**src/obr_pkg.sv**
```systemverilog
`default_nettype none
package obr_pkg;

  localparam int PRICE_W = 24;
  localparam int TIME_W  = 48;
  localparam int VOL_W   = 32;
  localparam int VSUM_W  = 40;
  localparam int WSUM_W  = 64;
  localparam int CNT_W   = 32;
  localparam int BW_W    = 32;

  localparam int CFG_W     = (TIME_W > BW_W) ? TIME_W : BW_W;
  localparam int CFG_IDX_W = 2;

  localparam logic [CFG_IDX_W-1:0] CFG_START = 2'd0;
  localparam logic [CFG_IDX_W-1:0] CFG_END   = 2'd1;
  localparam logic [CFG_IDX_W-1:0] CFG_WIDTH = 2'd2;

  localparam logic [TIME_W-1:0]  START_RESET = '0;
  localparam logic [TIME_W-1:0]  END_RESET   = '1;
  localparam logic [BW_W-1:0]    WIDTH_RESET = BW_W'(60000);
  localparam logic [PRICE_W-1:0] PRICE_MAX   = '1;

  // (high + low) * volume before it joins the running sum.
  localparam int PROD_W = PRICE_W + 1 + VOL_W;
  localparam int WADD_W = ((PROD_W > WSUM_W) ? PROD_W : WSUM_W) + 1;

  // One shared divider serves both the bucket offset and the VWAP.
  localparam int DIV_NUM_W = (WSUM_W > TIME_W) ? WSUM_W : TIME_W;
  localparam int DIV_DEN_W = ((VSUM_W + 1) > BW_W) ? (VSUM_W + 1) : BW_W;
  localparam int DIV_CNT_W = $clog2(DIV_NUM_W + 1);

  typedef struct packed {
    logic [TIME_W-1:0]  stamp;
    logic [PRICE_W-1:0] open_price;
    logic [PRICE_W-1:0] high_price;
    logic [PRICE_W-1:0] low_price;
    logic [PRICE_W-1:0] close_price;
    logic [VOL_W-1:0]   traded_volume;
    logic               end_of_stream;
  } item_t;

  typedef struct packed {
    logic [TIME_W-1:0]  bucket_begin;
    logic [PRICE_W-1:0] bar_open;
    logic [PRICE_W-1:0] bar_high;
    logic [PRICE_W-1:0] bar_low;
    logic [PRICE_W-1:0] bar_close;
    logic [VSUM_W-1:0]  bar_volume;
    logic [PRICE_W-1:0] bar_vwap;
    logic [CNT_W-1:0]   bar_count;
    logic               saturated;
    logic               final_bar;
    logic               last_of_run;
  } bar_t;

  typedef struct packed {
    logic take;
    logic div_ts;
    logic div_vw;
    logic ld_begin;
    logic grid_set;
    logic emit;
    logic emit_final;
    logic emit_last;
    logic clear_new;
    logic clear_start;
    logic accum;
  } cmd_t;

  typedef struct packed {
    logic in_range;
    logic fast_hit;
    logic eos;
    logic has_data;
    logic div_busy;
    logic later;
    logic not_behind;
    logic vol_zero;
    logic out_free;
  } stat_t;

endpackage
`default_nettype wire

```
**src/obr_div.sv**
```systemverilog
`default_nettype none
module obr_div (
  input  wire logic                          clk,
  input  wire logic                          rst,
  input  wire logic                          start,
  input  wire logic [obr_pkg::DIV_NUM_W-1:0] num,
  input  wire logic [obr_pkg::DIV_DEN_W-1:0] den,
  output logic                               busy,
  output logic      [obr_pkg::DIV_NUM_W-1:0] quo,
  output logic      [obr_pkg::DIV_DEN_W-1:0] rem
);
  import obr_pkg::*;

  logic [DIV_DEN_W-1:0] den_q;
  logic [DIV_CNT_W-1:0] cnt;
  logic [DIV_DEN_W:0]   trial;
  logic [DIV_DEN_W:0]   diff;
  logic                 ge;

  // Restoring division, one quotient bit per cycle.
  assign trial = {rem, quo[DIV_NUM_W-1]};
  assign diff  = trial - {1'b0, den_q};
  assign ge    = (trial >= {1'b0, den_q});

  always_ff @(posedge clk) begin
    if (rst) begin
      busy <= 1'b0;
      cnt  <= '0;
    end else if (start) begin
      busy <= 1'b1;
      cnt  <= DIV_CNT_W'(DIV_NUM_W);
    end else if (busy) begin
      cnt <= cnt - 1'b1;
      if (cnt == DIV_CNT_W'(1)) begin
        busy <= 1'b0;
      end
    end
  end

  always_ff @(posedge clk) begin
    if (start) begin
      quo   <= num;
      rem   <= '0;
      den_q <= den;
    end else if (busy) begin
      quo <= {quo[DIV_NUM_W-2:0], ge};
      rem <= ge ? diff[DIV_DEN_W-1:0] : trial[DIV_DEN_W-1:0];
    end
  end

endmodule
`default_nettype wire

```
**src/obr_dp.sv**
```systemverilog
`default_nettype none
module obr_dp (
  input  wire logic                          clk,
  input  wire logic                          rst,
  input  wire obr_pkg::item_t                rec,
  input  wire logic                          cfg_valid,
  input  wire logic [obr_pkg::CFG_IDX_W-1:0] cfg_index,
  input  wire logic [obr_pkg::CFG_W-1:0]     cfg_data,
  input  wire obr_pkg::cmd_t                 cmd,
  output obr_pkg::stat_t                     stat,
  output logic                               bar_valid,
  input  wire logic                          bar_ready,
  output obr_pkg::bar_t                      bar
);
  import obr_pkg::*;

  item_t              cur;
  logic [TIME_W-1:0]  start_time;
  logic [TIME_W-1:0]  end_time;
  logic [BW_W-1:0]    bucket_width;
  logic [BW_W-1:0]    width_eff;

  logic [TIME_W-1:0]  current_begin;
  logic [TIME_W-1:0]  begin_new;
  logic [TIME_W:0]    bound;
  logic               grid_ok;

  logic               has_data;
  logic [PRICE_W-1:0] cur_open;
  logic [PRICE_W-1:0] cur_high;
  logic [PRICE_W-1:0] cur_low;
  logic [PRICE_W-1:0] cur_close;
  logic [VSUM_W-1:0]  volume_sum;
  logic [WSUM_W-1:0]  weighted_sum;
  logic [CNT_W-1:0]   record_count;
  logic               sat_flag;

  logic [PRICE_W:0]   mid;
  logic [PROD_W-1:0]  prod;
  logic [VSUM_W:0]    vsum_add;
  logic               vsum_ovf;
  logic               count_max;
  logic [WADD_W-1:0]  wsum_add;
  logic               wsum_ovf;

  logic                 div_start;
  logic [DIV_NUM_W-1:0] div_num;
  logic [DIV_DEN_W-1:0] div_den;
  logic                 div_busy;
  logic [DIV_NUM_W-1:0] div_quo;
  logic [DIV_DEN_W-1:0] div_rem;

  logic [DIV_NUM_W-1:0] vwap_round;
  logic [PRICE_W-1:0]   vwap;

  assign width_eff = (bucket_width == '0) ? BW_W'(1) : bucket_width;

  assign mid       = {1'b0, cur.high_price} + {1'b0, cur.low_price};
  assign vsum_add  = {1'b0, volume_sum} + (VSUM_W+1)'(cur.traded_volume);
  assign vsum_ovf  = vsum_add[VSUM_W];
  assign count_max = &record_count;
  assign wsum_add  = WADD_W'(weighted_sum) + WADD_W'(prod);
  assign wsum_ovf  = |wsum_add[WADD_W-1:WSUM_W];

  // The product is registered every cycle; it is ready by the time a record reaches the accumulate step.
  always_ff @(posedge clk) begin
    prod <= PROD_W'(mid) * PROD_W'(cur.traded_volume);
  end

  assign div_start = cmd.div_ts | cmd.div_vw;
  assign div_num   = cmd.div_vw ? DIV_NUM_W'(weighted_sum)
                                : DIV_NUM_W'(cur.stamp - start_time);
  assign div_den   = cmd.div_vw ? DIV_DEN_W'({volume_sum, 1'b0})
                                : DIV_DEN_W'(width_eff);

  obr_div u_div (
    .clk   (clk),
    .rst   (rst),
    .start (div_start),
    .num   (div_num),
    .den   (div_den),
    .busy  (div_busy),
    .quo   (div_quo),
    .rem   (div_rem)
  );

  // Round half up: a remainder of at least half of 2*volume is at least volume.
  assign vwap_round = div_quo + DIV_NUM_W'(div_rem >= DIV_DEN_W'(volume_sum));
  always_comb begin
    if (volume_sum == '0) begin
      vwap = '0;
    end else if (vwap_round > DIV_NUM_W'(PRICE_MAX)) begin
      vwap = PRICE_MAX;
    end else begin
      vwap = vwap_round[PRICE_W-1:0];
    end
  end

  always_comb begin
    stat.in_range   = (cur.stamp >= start_time) && (cur.stamp <= end_time);
    stat.fast_hit   = grid_ok && ({1'b0, cur.stamp} < bound);
    stat.eos        = cur.end_of_stream;
    stat.has_data   = has_data;
    stat.div_busy   = div_busy;
    stat.later      = (begin_new > current_begin);
    stat.not_behind = (begin_new >= current_begin);
    stat.vol_zero   = (volume_sum == '0);
    stat.out_free   = !bar_valid || bar_ready;
  end

  always_ff @(posedge clk) begin
    if (cmd.take) begin
      cur <= rec;
    end
    if (cmd.ld_begin) begin
      begin_new <= cur.stamp - TIME_W'(div_rem);
    end
  end

  always_ff @(posedge clk) begin
    if (rst) begin
      start_time    <= START_RESET;
      end_time      <= END_RESET;
      bucket_width  <= WIDTH_RESET;
      current_begin <= START_RESET;
      grid_ok       <= 1'b0;
      bound         <= '0;
      has_data      <= 1'b0;
      cur_open      <= '0;
      cur_high      <= '0;
      cur_low       <= '0;
      cur_close     <= '0;
      volume_sum    <= '0;
      weighted_sum  <= '0;
      record_count  <= '0;
      sat_flag      <= 1'b0;
    end else begin
      if (cfg_valid) begin
        unique case (cfg_index)
          CFG_START: begin
            start_time <= TIME_W'(cfg_data);
            grid_ok    <= 1'b0;
            if (!has_data) begin
              current_begin <= TIME_W'(cfg_data);
            end
          end
          CFG_END: begin
            end_time <= TIME_W'(cfg_data);
          end
          CFG_WIDTH: begin
            bucket_width <= BW_W'(cfg_data);
            grid_ok      <= 1'b0;
          end
          default: begin
          end
        endcase
      end

      // A grid-aligned current bucket lets later records skip the divider.
      if (cmd.grid_set) begin
        grid_ok <= 1'b1;
        bound   <= (TIME_W+1)'(begin_new) + (TIME_W+1)'(width_eff);
      end

      if (cmd.clear_new || cmd.clear_start) begin
        has_data      <= 1'b0;
        cur_open      <= '0;
        cur_high      <= '0;
        cur_low       <= '0;
        cur_close     <= '0;
        volume_sum    <= '0;
        weighted_sum  <= '0;
        record_count  <= '0;
        sat_flag      <= 1'b0;
        current_begin <= cmd.clear_new ? begin_new : start_time;
        if (cmd.clear_start) begin
          grid_ok <= 1'b0;
        end
      end

      if (cmd.accum) begin
        if (!has_data) begin
          cur_open <= cur.open_price;
          cur_high <= cur.high_price;
          cur_low  <= cur.low_price;
          has_data <= 1'b1;
        end else begin
          if (cur.high_price > cur_high) begin
            cur_high <= cur.high_price;
          end
          if (cur.low_price < cur_low) begin
            cur_low <= cur.low_price;
          end
        end
        cur_close    <= cur.close_price;
        volume_sum   <= vsum_ovf ? '1 : vsum_add[VSUM_W-1:0];
        record_count <= count_max ? record_count : record_count + 1'b1;
        weighted_sum <= wsum_ovf ? '1 : wsum_add[WSUM_W-1:0];
        sat_flag     <= sat_flag | vsum_ovf | count_max | wsum_ovf;
      end
    end
  end

  always_ff @(posedge clk) begin
    if (rst) begin
      bar_valid <= 1'b0;
    end else if (cmd.emit) begin
      bar_valid <= 1'b1;
    end else if (bar_ready) begin
      bar_valid <= 1'b0;
    end
  end

  always_ff @(posedge clk) begin
    if (cmd.emit) begin
      bar.bucket_begin <= current_begin;
      bar.bar_open     <= cur_open;
      bar.bar_high     <= cur_high;
      bar.bar_low      <= cur_low;
      bar.bar_close    <= cur_close;
      bar.bar_volume   <= volume_sum;
      bar.bar_vwap     <= vwap;
      bar.bar_count    <= record_count;
      bar.saturated    <= sat_flag;
      bar.final_bar    <= cmd.emit_final;
      bar.last_of_run  <= cmd.emit_last;
    end
  end

endmodule
`default_nettype wire

```
**src/obr_ctrl.sv**
```systemverilog
`default_nettype none
module obr_ctrl (
  input  wire logic           clk,
  input  wire logic           rst,
  input  wire logic           rec_valid,
  output logic                rec_ready,
  input  wire obr_pkg::stat_t stat,
  output obr_pkg::cmd_t       cmd
);
  import obr_pkg::*;

  localparam logic [3:0] S_IDLE  = 4'd0;
  localparam logic [3:0] S_CHECK = 4'd1;
  localparam logic [3:0] S_TSDIV = 4'd2;
  localparam logic [3:0] S_MOVE  = 4'd3;
  localparam logic [3:0] S_VWM   = 4'd4;
  localparam logic [3:0] S_EMITM = 4'd5;
  localparam logic [3:0] S_ACCUM = 4'd6;
  localparam logic [3:0] S_EOS   = 4'd7;
  localparam logic [3:0] S_VWE   = 4'd8;
  localparam logic [3:0] S_EMITE = 4'd9;

  logic [3:0] state;
  logic [3:0] state_next;

  always_ff @(posedge clk) begin
    if (rst) begin
      state <= S_IDLE;
    end else begin
      state <= state_next;
    end
  end

  always_comb begin
    state_next = state;
    cmd        = '0;
    rec_ready  = 1'b0;
    unique case (state)
      S_IDLE: begin
        rec_ready = 1'b1;
        if (rec_valid) begin
          cmd.take   = 1'b1;
          state_next = S_CHECK;
        end
      end
      S_CHECK: begin
        if (!stat.in_range) begin
          state_next = stat.eos ? S_EOS : S_IDLE;
        end else if (stat.fast_hit) begin
          state_next = S_ACCUM;
        end else begin
          cmd.div_ts = 1'b1;
          state_next = S_TSDIV;
        end
      end
      S_TSDIV: begin
        if (!stat.div_busy) begin
          cmd.ld_begin = 1'b1;
          state_next   = S_MOVE;
        end
      end
      S_MOVE: begin
        cmd.grid_set = stat.not_behind;
        if (!stat.later) begin
          state_next = S_ACCUM;
        end else if (!stat.has_data) begin
          cmd.clear_new = 1'b1;
          state_next    = S_ACCUM;
        end else if (stat.vol_zero) begin
          state_next = S_EMITM;
        end else begin
          cmd.div_vw = 1'b1;
          state_next = S_VWM;
        end
      end
      S_VWM: begin
        if (!stat.div_busy) begin
          state_next = S_EMITM;
        end
      end
      S_EMITM: begin
        if (stat.out_free) begin
          cmd.emit      = 1'b1;
          cmd.emit_last = !stat.eos;
          cmd.clear_new = 1'b1;
          state_next    = S_ACCUM;
        end
      end
      S_ACCUM: begin
        cmd.accum = 1'b1;
        if (stat.eos) begin
          state_next = S_EOS;
        end else begin
          // The next word can be taken while this one is folded in.
          rec_ready = 1'b1;
          if (rec_valid) begin
            cmd.take   = 1'b1;
            state_next = S_CHECK;
          end else begin
            state_next = S_IDLE;
          end
        end
      end
      S_EOS: begin
        if (!stat.has_data) begin
          cmd.clear_start = 1'b1;
          state_next      = S_IDLE;
        end else if (stat.vol_zero) begin
          state_next = S_EMITE;
        end else begin
          cmd.div_vw = 1'b1;
          state_next = S_VWE;
        end
      end
      S_VWE: begin
        if (!stat.div_busy) begin
          state_next = S_EMITE;
        end
      end
      S_EMITE: begin
        if (stat.out_free) begin
          cmd.emit        = 1'b1;
          cmd.emit_final  = 1'b1;
          cmd.emit_last   = 1'b1;
          cmd.clear_start = 1'b1;
          state_next      = S_IDLE;
        end
      end
      default: begin
        state_next = S_IDLE;
      end
    endcase
  end

endmodule
`default_nettype wire

```
**src/ohlcv_bucket_resampler.sv**
```systemverilog
`default_nettype none
// OHLCV bar builder for one symbol's time-ordered records. A record whose bucket matches
// the open bucket passes a check step, then an accumulate step in which the next word
// can be accepted. The first record of a stream, the first after a start or width
// write, and every record that crosses into a later bucket run the bit-serial divider
// for the bucket offset. Emitting a bar with nonzero volume runs the same divider again
// for the VWAP before the bar is loaded into the output register. Results sit in a
// one-word output register; a new record is accepted while a bar waits there, and
// output back-pressure only stalls the block when it must emit another bar into the
// occupied register.
module ohlcv_bucket_resampler (
  input  wire logic                          clk,
  input  wire logic                          rst,
  input  wire logic                          rec_valid,
  output logic                               rec_ready,
  input  wire obr_pkg::item_t                rec,
  output logic                               bar_valid,
  input  wire logic                          bar_ready,
  output obr_pkg::bar_t                      bar,
  input  wire logic                          cfg_valid,
  output logic                               cfg_ready,
  input  wire logic [obr_pkg::CFG_IDX_W-1:0] cfg_index,
  input  wire logic [obr_pkg::CFG_W-1:0]     cfg_data
);
  import obr_pkg::*;

  cmd_t  cmd;
  stat_t stat;

  assign cfg_ready = 1'b1;

  obr_ctrl u_ctrl (
    .clk       (clk),
    .rst       (rst),
    .rec_valid (rec_valid),
    .rec_ready (rec_ready),
    .stat      (stat),
    .cmd       (cmd)
  );

  obr_dp u_dp (
    .clk       (clk),
    .rst       (rst),
    .rec       (rec),
    .cfg_valid (cfg_valid),
    .cfg_index (cfg_index),
    .cfg_data  (cfg_data),
    .cmd       (cmd),
    .stat      (stat),
    .bar_valid (bar_valid),
    .bar_ready (bar_ready),
    .bar       (bar)
  );

  a_emit_slot_free: assert property (@(posedge clk) disable iff (rst)
    cmd.emit |-> (!bar_valid || bar_ready))
    else $error("bar loaded while the output register was still full");

  a_div_idle_on_start: assert property (@(posedge clk) disable iff (rst)
    (cmd.div_ts || cmd.div_vw) |-> !stat.div_busy)
    else $error("divider restarted while busy");

  a_final_is_last: assert property (@(posedge clk) disable iff (rst)
    bar_valid |-> (!bar.final_bar || bar.last_of_run))
    else $error("end-of-stream bar not marked as last of its run");

  a_accum_sets_data: assert property (@(posedge clk) disable iff (rst)
    cmd.accum |=> stat.has_data)
    else $error("bucket empty after a record was accumulated");

endmodule
`default_nettype wire

```
**config.mk**
```make
export PLATFORM = sky130hd
export DESIGN_NAME = ohlcv_bucket_resampler
export DESIGN_NICKNAME = d
export VERILOG_FILES = /design/src/obr_pkg.sv /design/src/obr_div.sv /design/src/obr_dp.sv /design/src/obr_ctrl.sv /design/src/ohlcv_bucket_resampler.sv
export SDC_FILE = /design/constraint.sdc
export NUM_CORES = 2
export LEC_CHECK = 0
export BUFFER_PORTS_ARGS = -buffer_cell sky130_fd_sc_hd__buf_2
export CAP_MARGIN = 20
export CORE_UTILIZATION = 55
export CTS_BUF_LIST = sky130_fd_sc_hd__clkbuf_4 sky130_fd_sc_hd__clkbuf_8
export CTS_CLUSTER_DIAMETER = 150
export DETAILED_ROUTE_END_ITERATION = 12
export PLACE_DENSITY = 0.73
export SKIP_CTS_REPAIR_TIMING = 1
export SLEW_MARGIN = 20
export SYNTH_ARGS = -nofsm -noshare
export SYNTH_HDL_FRONTEND = slang
export SYNTH_SLANG_ARGS = --single-unit
```
**constraint.sdc**
```tcl
create_clock -name clk -period 15.7 [get_ports clk]
set_clock_uncertainty 0.1 [all_clocks]
set_input_delay 0.785 -clock clk [delete_from_list [all_inputs] [get_ports clk]]
set_output_delay 0.785 -clock clk [all_outputs]
set_load 0.01 [all_outputs]
```
**Word level (Yosys, flattened, before mapping)**

Cells that the tools add are included.

- Input bits: 232
- Flip-flop bits (word level): 1,144
- Output and inout port bits: 246

- Muxes and demuxes: 93
- Equal/unequal tests: 20
- Reduce and logical (&&, ||, !) cells: 24
- Multipliers: 1
- Magnitude comparators: 10
- Add/subtract/negate cells: 10
- Bitwise logic cells: 4

Operator list:

| operator | count |
|---|---|
| two-way mux 64 bit | 6 |
| two-way mux 24 bit | 14 |
| two-way mux 48 bit | 5 |
| two-way mux 32 bit | 5 |
| two-way mux 40 bit | 3 |
| >= comparator 48 bit | 2 |
| adder 64 x 57 -> 65 bit | 1 |
| adder 64 x 1 -> 64 bit | 1 |
| > comparator 64 x 24 -> 1 bit, second input constant | 1 |
| multiplier 25 x 32 -> 57 bit | 1 |
| adder 48 x 32 -> 49 bit | 1 |
| less-than comparator 48 x 49 -> 1 bit | 1 |
| subtractor 48 x 48 -> 49 bit | 1 |
| > comparator 48 bit | 1 |
| <= comparator 48 bit | 1 |
| subtractor 48 x 41 -> 48 bit | 1 |
| >= comparator 42 x 41 -> 1 bit | 1 |
| adder 40 x 32 -> 41 bit | 1 |
| >= comparator 41 x 40 -> 1 bit | 1 |
| two-way mux 41 bit | 1 |
| subtractor 41 bit | 1 |
| logical NOT 40 bit | 1 |
| case mux 4 bit (10 select lines) | 1 |
| two-way mux 4 bit | 9 |
| 31 further kinds | 101 |

**Depth between registers and ports, before layout**

- Depth in word-level cells: 9
- Gate-level depth with buffers: 39

**Cells and area by module**

A second synthesis with hierarchy kept.

- Cells, all modules: 9,502
- Area total of the unflattened synthesis: 88,646.3 um2

By module, submodules not included:

| module | cells each | area an instance (um2) | instances |
|---|---|---|---|
| obr_dp | 8,542 | 79,112.1 | 1 |
| obr_div | 879 | 8,959.8 | 1 |
| obr_ctrl | 79 | 563.0 | 1 |
| ohlcv_bucket_resampler | 2 | 11.3 | 1 |

**Least setup slack after synthesis**

OpenSTA, ideal clock, no wires.

- Kind: register -> register
- Start point: register u_ctrl.state[3]
- End point: register, netlist name u_dp.bar[0]
- Path slack: 3.557 ns
- Cell stages (with the launch flop): 6
- Path buffers: 2
- Arrival: 11.189 ns
- Clock period less this slack: 12.143 ns
- Path through: dfxtp_1 -> clkbuf_1 -> clkbuf_1 -> xor2_1 -> nand3_1 -> nor2_1

RTL lines:

| what | line | source |
|---|---|---|
| start, declared | obr_ctrl.sv:23 | `logic [3:0] state;` |
| start signal, assigned | obr_ctrl.sv:30 | `state <= state_next;` |

**Worst setup path after layout**

- Start point: register u_dp.cur[57] (netlist bit)
- End point: register u_dp.prod[55]

- Cells in the longest elaborated chain, start to end: 2

RTL lines:

| what | line | source |
|---|---|---|
| start, declared | obr_dp.sv:17 | `item_t cur;` |
| start signal, assigned | obr_dp.sv:113 | `cur <= rec;` |
| adder 24 x 24 -> 25 bit | obr_dp.sv:58 | `assign mid = {1'b0, cur.high_price} + {1'b0, cur.low_price};` |
| multiplier 25 x 32 -> 57 bit | obr_dp.sv:67 | `prod <= PROD_W'(mid) * PROD_W'(cur.traded_volume);` |
| end signal, assigned | obr_dp.sv:67 |  |
| end, declared | obr_dp.sv:39 | `logic [PROD_W-1:0] prod;` |

No other way between the ends.
A chain may end at the register's enable or synchronous reset.

==> metrics.md <==
| Metric | Value |
|---|---|
| Vias | `73,100` |
| Post-Route WL | `278,000 um` |
| Post-synth EDFFs | `573` |
| Post-detailed-route wirelength per cell | `22.8 um` |
| Worst-path fanout max | `32` |
| Main flop type after synthesis | `edfxtp_1` |
| DIE AREA | `161,000 um^2` |
| Layout cells sized above 1 | `0.106` |
| Outcome | `complete, no violations` |
| First-pass GRT wire length | `419,000 um` |
| Clock Latency Late Sink | `1000 ps` |
| Root Driver | `clkbuf_8` |
| Crit path from | `u_dp.cur[57]` |
| Slew of the pin with the lowest slew margin | `1180 ps` |
| Area fraction of the dominant cell type after synthesis | `0.196` |
| Die height | `401 um` |
| Die Width | `401 um` |
| Post-synthesis sequential area ratio | `0.327` |
| Vias in the first global route | `71,800` |
| Hold path depth | `3` |
| Multi-input gate area | `53,000 um^2` |
| Highest routed layer | `met5` |
| Slew headroom | `0.193` |
| Num CTS Buffers | `191` |
| Syn_nets | `11,100` |
| 1st-iter DRT viols | `6,697` |
| Final slew viol count | `0` |
| Clk buf depth | `3` |
| FF-to-FF setup slack | `4440 ps` |
| CP dominant cell by count | `fa_1` |
| Routed Antenna Nets | `0` |
| DR pass1 iterations | `9` |
| Kind of start point of the critical path | `flip-flop` |
| Initial antenna violation count | `17` |
| Total grt overflow | `0` |
| DP HPWL | `206,000 um` |
| Met1 WL | `108,000 um` |
| RSZ-0062 raised after global routing | `no` |
| Max Cap Violations | `0` |
| Crit path largest cell delay | `750 ps` |
| Syn avg cell area | `9.30 um^2` |
| Area contributors post-synth | `edfxtp_1 20%, fa_1 16%, dfxtp_1 13%, ha_1 10%, nand2_1 5.5%` |
| Setup Total Neg Slack | `0 ps` |
| WP data required | `16,430 ps` |
| Met3 Wirelength | `23,600 um` |
| Yosys warns | `0` |
| WHS Endpoint | `u_dp.bucket_width[10]` |
| Drt drc | `0` |
| Clk sinks | `1,144` |
| Synth area leader | `edfxtp_1` |
| Tmin final | `11,260 ps` |
| Synth unique cells | `93` |
| Final #Nets | `11,600` |
| Routed wl met2 | `132,000 um` |
| Async set-reset flop share out of synthesis | `0` |
| Endpoints failing hold | `0` |
| Mapped Area | `87,700 um^2` |
| Filler instances | `13,200` |
| I/O Buffers | `476` |
| Ratio of final minimum period to clock period | `0.717` |
| Layout area overhead | `12.1%` |
| Core area | `158,000 um^2` |
| Starting Density | `0.554` |
| GP Congestion | `1.04` |
| Finish-stage setup viols | `0` |
| Maximum number of pins on one net before global-route repair | `155` |
| Clk slew on worst S/H paths | `70 ps` |
| IO Count | `478` |
| Register area | `28,600 um^2` |
| Rows | `146` |
| Critical path class | `reg2reg` |
| Via density per instance | `5.99` |
| Cells after Synth | `9,432` |
| RR Endpoint | `u_dp.prod[55]` |
| Slowest CP cell | `o41ai_1` |
| Hold Crit Start | `cfg_data[10]` |
| Register bit count reported by yosys | `1,144` |
| WHS | `13.4 ps` |
| Worst setup EP type | `flip-flop` |
| CTS tree | `yes` |
| H-tree Lvls | `4` |
| R2R depth | `36` |
| Hold crit path type | `in2reg` |
| Crit path DAT | `11,980 ps` |
| Max Clock Freq | `0.0888 GHz` |
| FF-to-FF Start | `u_dp.cur[57]` |
| GR Util All Layers | `0.336` |
routing by layer:
layer  global-route usage  up-vias
li1                     -    33100
met1                0.428    35700
met2                0.557     3508
met3               0.0585      802
met4                0.155       10
met5                    0        -
placed cells by master, fill, tap and decap left out, drive strengths merged, types with 35 or more instances in the layout:
cell type / instances
a211oi: 86
a21o: 244
a21oi: 714
a221o: 39
a311oi: 50
a31oi: 56
and2: 273
and3: 58
buf: 594
clkbuf: 284
clkinv: 64
dfxtp: 571
dlygate4sd3: 208
edfxtp: 573
fa: 694
ha: 702
inv: 1229
mux2: 35
mux2i: 91
nand2: 1276
nand2b: 62
nand3: 240
nand3b: 61
nand4: 131
nor2: 345
nor2b: 84
nor3: 117
nor4: 52
o211ai: 76
o21a: 59
o21ai: 304
o21bai: 36
xnor2: 210
xor2: 157
metrics by stage:
step / setup slack, ps / area [um^2] / util / std cells
after global routing: 3730 / 98300 / 0.621 / 12200
after floorplan: 3560 / 87700 / - / 9432
after global placement: 4680 / 92100 / 0.582 / 11600
final: 4440 / 98300 / 0.621 / 12200
after detailed placement: 4510 / 92100 / 0.582 / 11600
after CTS: 4500 / 96200 / 0.608 / 12000
cell usage after synthesis, drive strengths merged (59+ instances only):
cell type / n
a211oi: 86
a21o: 244
a21oi: 714
and2: 273
clkbuf: 434
dfxtp: 571
edfxtp: 573
fa: 694
ha: 702
inv: 1221
mux2i: 91
nand2: 1276
nand2b: 62
nand3: 240
nand3b: 61
nand4: 131
nor2: 345
nor2b: 84
nor3: 117
o211ai: 76
o21a: 59
o21ai: 304
xnor2: 210
xor2: 157
cells by family after synthesis:
kind of cell             synth area share
AND/OR/NAND/NOR                     0.152
AO/OA/AOI/OAI                       0.139
buffers and inverters              0.0729
adder cells (fa/ha/maj)             0.259
flip-flops                          0.327
XOR/XNOR                           0.0367
multiplexers                       0.0149
other                           0.0000428
sequential cells by signal (all words and copies together) (netlist names), 48 cells and up:
name                flops
u_dp.bar              243
u_dp.cur              176
u_dp.u_div.quo         64
u_dp.weighted_sum      64
u_dp.prod              57
u_dp.bound             49
u_dp.begin_new         48
u_dp.current_begin     48
u_dp.end_time          48
u_dp.start_time        48
final cells by class:
cell class / count / share of cell area
multi-input cells: 6596 / 0.539
clock inverters: 77 / 0.00655
well taps: 2072 / 0.0264
repair buffers: 802 / 0.0547
inverters: 1221 / 0.0466
clock buffers: 284 / 0.0353
flip-flops and latches: 1144 / 0.291
diodes: 6 / 0.000153
worst max path at each step:
stage | end | slack, ps | cells after the start
after CTS | u_dp.prod[53] | 4500 | 36
after floorplan | u_dp.bar[0] | 3560 | 5
after detailed placement | u_dp.prod[53] | 4510 | 36
after global placement | u_dp.prod[53] | 4680 | 36
after global routing | u_dp.prod[55] | 3730 | 36
final | u_dp.prod[55] | 4440 | 36
critical path: cells and delay by family (launching register included):
kind / cells / cell delay, ps
and+or+nand+nor: 7 / 1460
AOI/OAI and AO/OA: 13 / 3800
xor gates and xnor gates: 2 / 290
DFF: 1 / 440
adders and majority gates: 10 / 4520
buffers and inverters: 4 / 530
Power is not shown: default switching activity piles up to over one toggle a cycle in this logic, so the estimate is an artifact.
